### src/rtl/cbq_pkg.sv
// Shared types and sizing constants for the calendar bucket queue.
// Used by the controller, datapath and top level; no dependencies.
`default_nettype none

package cbq_pkg;

   // Queue geometry
   localparam int NumBuckets  = 1024;
   localparam int BucketDepth = 8;
   localparam int TimeBits    = 48;
   localparam int ValueBits   = 32;

   localparam int BucketBits = (NumBuckets > 1) ? $clog2(NumBuckets) : 1;
   localparam int HeadBits   = (BucketDepth > 1) ? $clog2(BucketDepth) : 1;
   localparam int CountBits  = $clog2(BucketDepth + 1);
   localparam int SlotTotal  = NumBuckets * BucketDepth;
   localparam int SlotBits   = $clog2(SlotTotal);
   localparam int TotalBits  = $clog2(SlotTotal + 1);
   localparam int SlotWidth  = TimeBits + ValueBits;

   // Response status codes
   localparam logic [1:0] StatusOk    = 2'd0;
   localparam logic [1:0] StatusEmpty = 2'd1;
   localparam logic [1:0] StatusFull  = 2'd2;

   // Request command codes
   localparam logic CmdPush = 1'b0;
   localparam logic CmdPop  = 1'b1;

   typedef struct packed {
      logic               command;
      logic [47:0]        item_time;
      logic signed [31:0] item_value;
   } req_type;

   typedef struct packed {
      logic [1:0]         status;
      logic [47:0]        out_time;
      logic signed [31:0] out_value;
      logic [13:0]        occupancy;
   } rsp_type;

   // Per-bucket bookkeeping held in the bucket table
   typedef struct packed {
      logic [HeadBits-1:0]  head;
      logic [CountBits-1:0] count;
   } meta_type;

   // Controller to datapath commands
   typedef struct packed {
      logic clear_write;  // write zero to the bucket entry under the sweep counter
      logic load_req;     // capture request, read bucket entry at the pointer
      logic scan_read;    // read bucket entry at the pointer
      logic scan_step;    // advance the pointer, wrapping
      logic scan_hit;     // capture the front slot index of the pointer's bucket
      logic lookup;       // read target bucket entry (the pointer's on a pop) and the front slot
      logic commit;       // write back state and load the response register
   } ctl_cmd_type;

   // Datapath to controller status
   typedef struct packed {
      logic clear_done;   // sweep counter at the last bucket
      logic queue_empty;  // no records held
      logic bucket_busy;  // bucket entry just read holds records
      logic out_free;     // response register can take a new transaction
   } dp_stat_type;

endpackage

`default_nettype wire

### src/rtl/cbq_ctrl.sv
// Sequencing state machine for the calendar bucket queue.
// Depends on cbq_pkg for the command and status structs.
`default_nettype none

module cbq_ctrl (
   input  wire logic                 clock,
   input  wire logic                 reset,
   input  wire logic                 req_valid,
   output logic                      req_ready,
   input  wire cbq_pkg::dp_stat_type stat,
   output cbq_pkg::ctl_cmd_type      cmd
);

   typedef enum logic [5:0] {
      ST_CLEAR    = 6'b000001,
      ST_IDLE     = 6'b000010,
      ST_SCAN_CHK = 6'b000100,
      ST_SCAN_RD  = 6'b001000,
      ST_LOOKUP   = 6'b010000,
      ST_COMMIT   = 6'b100000
   } state_type;

   state_type state_ff, state_in;

   // Next state and commands
   always_comb begin
      state_in  = state_ff;
      cmd       = '0;
      req_ready = 1'b0;
      case (state_ff)
         ST_CLEAR: begin
            cmd.clear_write = 1'b1;
            if (stat.clear_done) begin
               state_in = ST_IDLE;
            end
         end
         ST_IDLE: begin
            req_ready = 1'b1;
            if (req_valid) begin
               cmd.load_req = 1'b1;
               state_in     = stat.queue_empty ? ST_LOOKUP : ST_SCAN_CHK;
            end
         end
         ST_SCAN_CHK: begin
            if (stat.bucket_busy) begin
               cmd.scan_hit = 1'b1;
               state_in     = ST_LOOKUP;
            end else begin
               cmd.scan_step = 1'b1;
               state_in      = ST_SCAN_RD;
            end
         end
         ST_SCAN_RD: begin
            cmd.scan_read = 1'b1;
            state_in      = ST_SCAN_CHK;
         end
         ST_LOOKUP: begin
            cmd.lookup = 1'b1;
            state_in   = ST_COMMIT;
         end
         ST_COMMIT: begin
            // hold until the response register is free
            if (stat.out_free) begin
               cmd.commit = 1'b1;
               state_in   = ST_IDLE;
            end
         end
         default: begin
            state_in = ST_CLEAR;
         end
      endcase
   end

   always_ff @(posedge clock) begin
      if (reset) begin
         state_ff <= ST_CLEAR;
      end else begin
         state_ff <= state_in;
      end
   end

endmodule

`default_nettype wire

### config.mk
export PLATFORM = sky130hd
export DESIGN_NAME = cbq_ctrl
export DESIGN_NICKNAME = d
export VERILOG_FILES = /design/src/rtl/cbq_pkg.sv /design/src/rtl/cbq_ctrl.sv
export SDC_FILE = /design/constraint.sdc
export NUM_CORES = 1
export LEC_CHECK = 0
export ABC_AREA = 1
export BUFFER_PORTS_ARGS = -buffer_cell sky130_fd_sc_hd__buf_2
export CORE_AREA = 2 2 39 41
export CTS_CLUSTER_SIZE = 20
export DETAILED_ROUTE_END_ITERATION = 7
export DIE_AREA = 0 0 41 43
export GPL_TIMING_DRIVEN = 0
export HOLD_SLACK_MARGIN = 0.08
export PLACE_DENSITY_LB_ADDON = 0.05
export SYNTH_ARGS = -nofsm -noshare
export SYNTH_HDL_FRONTEND = slang
export SYNTH_SLANG_ARGS = --single-unit
### constraint.sdc
create_clock -name clock -period 2.3 [get_ports clock]
set_clock_uncertainty 0.1 [all_clocks]
set_input_delay 0.23 -clock clock [delete_from_list [all_inputs] [get_ports clock]]
set_output_delay 0.23 -clock clock [all_outputs]
set_load 0.05 [all_outputs]
==> run summary <==
OUTCOME
-------------------------------------------------------------------------------------
Status ................................................................. complete, no violations

CLOCK NETWORK
-------------------------------------------------------------------------------------
Maximum level of the CTS H-tree ........................................            1
Skew-Pair Late Insertion Delay .........................................      0.25 ns
Setup Fix Bufs, Post-CTS ...............................................            0
Clock tree root buffer cell ............................................     clkbuf_4
Clock-pin slew of the registers on the worst-case setup and hold paths .      0.05 ns
Number of gates given a new drive strength after cts ...................            0
Clock tree from TritonCTS ..............................................         done
Maximum root-to-sink buffer count ......................................            2
Clock sink count .......................................................            6
Cts bufs inserted ......................................................            3

FLOORPLANNING
-------------------------------------------------------------------------------------
Initial standard-cell utilization of the core ..........................       0.3101
Area inside the core boundary ..........................................     1384 um2
Chip Height ............................................................        43 um
Cell row count .........................................................           14
Area enclosed by the die boundary ......................................     1763 um2
Top-level I/O count ....................................................           15
Die extent in x ........................................................        41 um

ROUTE
-------------------------------------------------------------------------------------
Final routed wirelength across all metal layers ........................       970 um
DRC violations left ....................................................            0
Total number of vias ...................................................          446
Via density per instance ...............................................        4.745
Number of routed nets with antenna violations ..........................            0
Wire length per cell after detailed routing ............................     10.32 um
Detailed Route Iter0 Violations ........................................            5
TritonRoute pass-1 iters ...............................................            4

GRT
-------------------------------------------------------------------------------------
Global-route wire length before repair .................................      1538 um
Pin count of the biggest net entering global routing ...................            8
GR Util All Layers .....................................................       0.1349
Number of antenna violations at the first check in global routing ......            0
Vias in the first global route .........................................          380
GRT overflow ...........................................................            0

FINISH
-------------------------------------------------------------------------------------
Leading cell types in the layout, fill and taps excluded ............... buf_2 (14), inv_1 (11), nor2_1 (9)
Number of nets at the end of the flow ..................................           87
Largest register by flop count .........................................     state_ff
Largest regs ...........................................................  state_ff x6
Fraction of layout cells with a size suffix above 1 ....................       0.4231
Leading cell type in the layout, fill and taps excluded ................        buf_2
Layout Area Growth over Synthesis ......................................       28.57%
Number of diodes .......................................................            0
Max reg flops ..........................................................            6

SYNTH
-------------------------------------------------------------------------------------
Sequential fraction of the synthesis area ..............................       0.2799
Post-Syn Area ..........................................................    429.2 um2
Total number of yosys warnings .........................................            0
Count of distinct cell types in the synthesized netlist ................           17
Net count after synthesis ..............................................           67
Flop and latch count out of synthesis ..................................            6
Synthesized instance count .............................................           60
Post-Synthesis Mean Instance Area ......................................    7.153 um2

MIN PATH
-------------------------------------------------------------------------------------
Hold path startpoint ...................................................        reset
Worst-case hold path end point .........................................  state_ff[2]
Worst Hold Class .......................................................    in -> reg
Hold Path Stages .......................................................            2

TIMING
-------------------------------------------------------------------------------------
Minimum period implied by the final worst setup slack ..................     1.689 ns
Total negative setup slack .............................................         0 ns
RSZ-0062 raised after global routing ...................................        false
Final setup violation count ............................................            0
Share of the clock period used by the worst path .......................       0.7345
Max-slew violation count ...............................................            0
Worst Tran Pin Value ...................................................    0.2446 ns
Worst relative slew slack ..............................................       0.8365
Final hold violations ..................................................            0
Maximum frequency from static timing analysis ..........................    592.0 MHz
Worst hold slack across all endpoints ..................................    0.1221 ns

SETUP PATH
-------------------------------------------------------------------------------------
Path depth of the worst reg2reg path ...................................            5
Internal reg-to-reg setup slack ........................................      1.08 ns
Crit-path max FO .......................................................            7
Worst Path Required ....................................................      1.97 ns
Worst setup EP type ....................................................  output port
Start-to-end type of the worst setup path ..............................   reg -> out
Start of the worst register-to-register path ...........................  state_ff[3]
Kind of start point of the critical path ...............................     register
Worst path arrival time ................................................      1.36 ns
Endpoint of the lowest-slack register-to-register path .................  state_ff[2]

PLACED DESIGN
-------------------------------------------------------------------------------------
Gpl congestion .........................................................       0.8106
HPWL Detailed ..........................................................     785.4 um
Count of input and output buffers ......................................           14

POWER
-------------------------------------------------------------------------------------
Total power consumption of the routed design ...........................  0.0005733 W
Power per Cell Area ....................................................  1039 nW/um2
Max VDD drop ...........................................................     320.1 uV
LEAKAGE ................................................................    0.2982 nW

JOB
-------------------------------------------------------------------------------------
Max-capacitance violation count ........................................            0

cell usage after synthesis (all sizes together):
library cell	n	area share
nor3	2	0.035
inv	12	0.10
nand2	6	0.058
nand4	6	0.14
nand3	7	0.10
a21oi	2	0.023
nor2	18	0.24
o21ai	1	0.012
dfxtp	6	0.28
cells by family (layout without fill, tap and decap cells):
kind of cell | Yosys count | after routing | share of synthesized area
AOI/OAI and AO/OA | 3 | 3 | 0.03498
and+or+nand+nor | 39 | 39 | 0.5802
DFF | 6 | 6 | 0.2799
buffers and inverters | 12 | 30 | 0.1049
critical path, stage by stage (launching register included):
cell	delay, ns
dfxtp_1	0.35
nor2_4	0.22
nand3_2	0.17
nor2_1	0.11
buf_2	0.26
area by class of cell:
cell class	count	area [um2]
clock buffer	3	22.52
timing repair buffer	15	80.08
fill	164	832.0
sequential	6	120.1
tap	16	20.02
inverter	12	45.04
multi-input combinational	42	264.0
how the worst max path moves through the flow:
stage / startpoint / to / slack, ns
5_1_grt: state_ff[3] / cmd[5] / 0.49
6_report: state_ff[3] / cmd[5] / 0.61
3_3_place_gp: state_ff[3] / cmd[5] / 0.86
3_5_place_dp: state_ff[3] / cmd[5] / 0.85
2_1_floorplan: state_ff[2] / cmd[5] / 0.64
4_1_cts: state_ff[3] / cmd[5] / 0.59
metal layers:
metal | wire, um | track usage
met5 | 0 | 0
met4 | 12 | 0.1000
met3 | 70 | 0.03141
met2 | 418 | 0.1719
met1 | 469 | 0.1883
report_power, final:
| group | total, W | leakage [nW] | internal (W) | switching (W) |
|---|---|---|---|---|
| sequential | 0.000158 | 0.0490 | 0.000128 | 0.0000295 |
| clock | 0.0000991 | 0.0138 | 0.0000592 | 0.0000400 |
| combinational | 0.000316 | 0.235 | 0.0000901 | 0.000226 |
| total | 0.000573 | 0.298 | 0.000278 | 0.000296 |
metrics by stage:
stage	setup slack, ns	cells	util	instance area, um2
after global placement	0.8568	90	0.3752	519.2
after floorplan	0.6438	60	-	429.2
final	0.6107	94	0.3987	551.8
after detailed placement	0.8539	90	0.3752	519.2
after CTS	0.5859	94	0.3987	551.8
after global routing	0.4855	94	0.3987	551.8
repair_timing:
| action | in CTS | in global routing |
|---|---|---|
| setup endpoints to repair | 0 | 0 |
| hold buffers | 1 | 0 |
| hold endpoints to repair | 1 | 0 |
(Power assumes the default switching activity.)
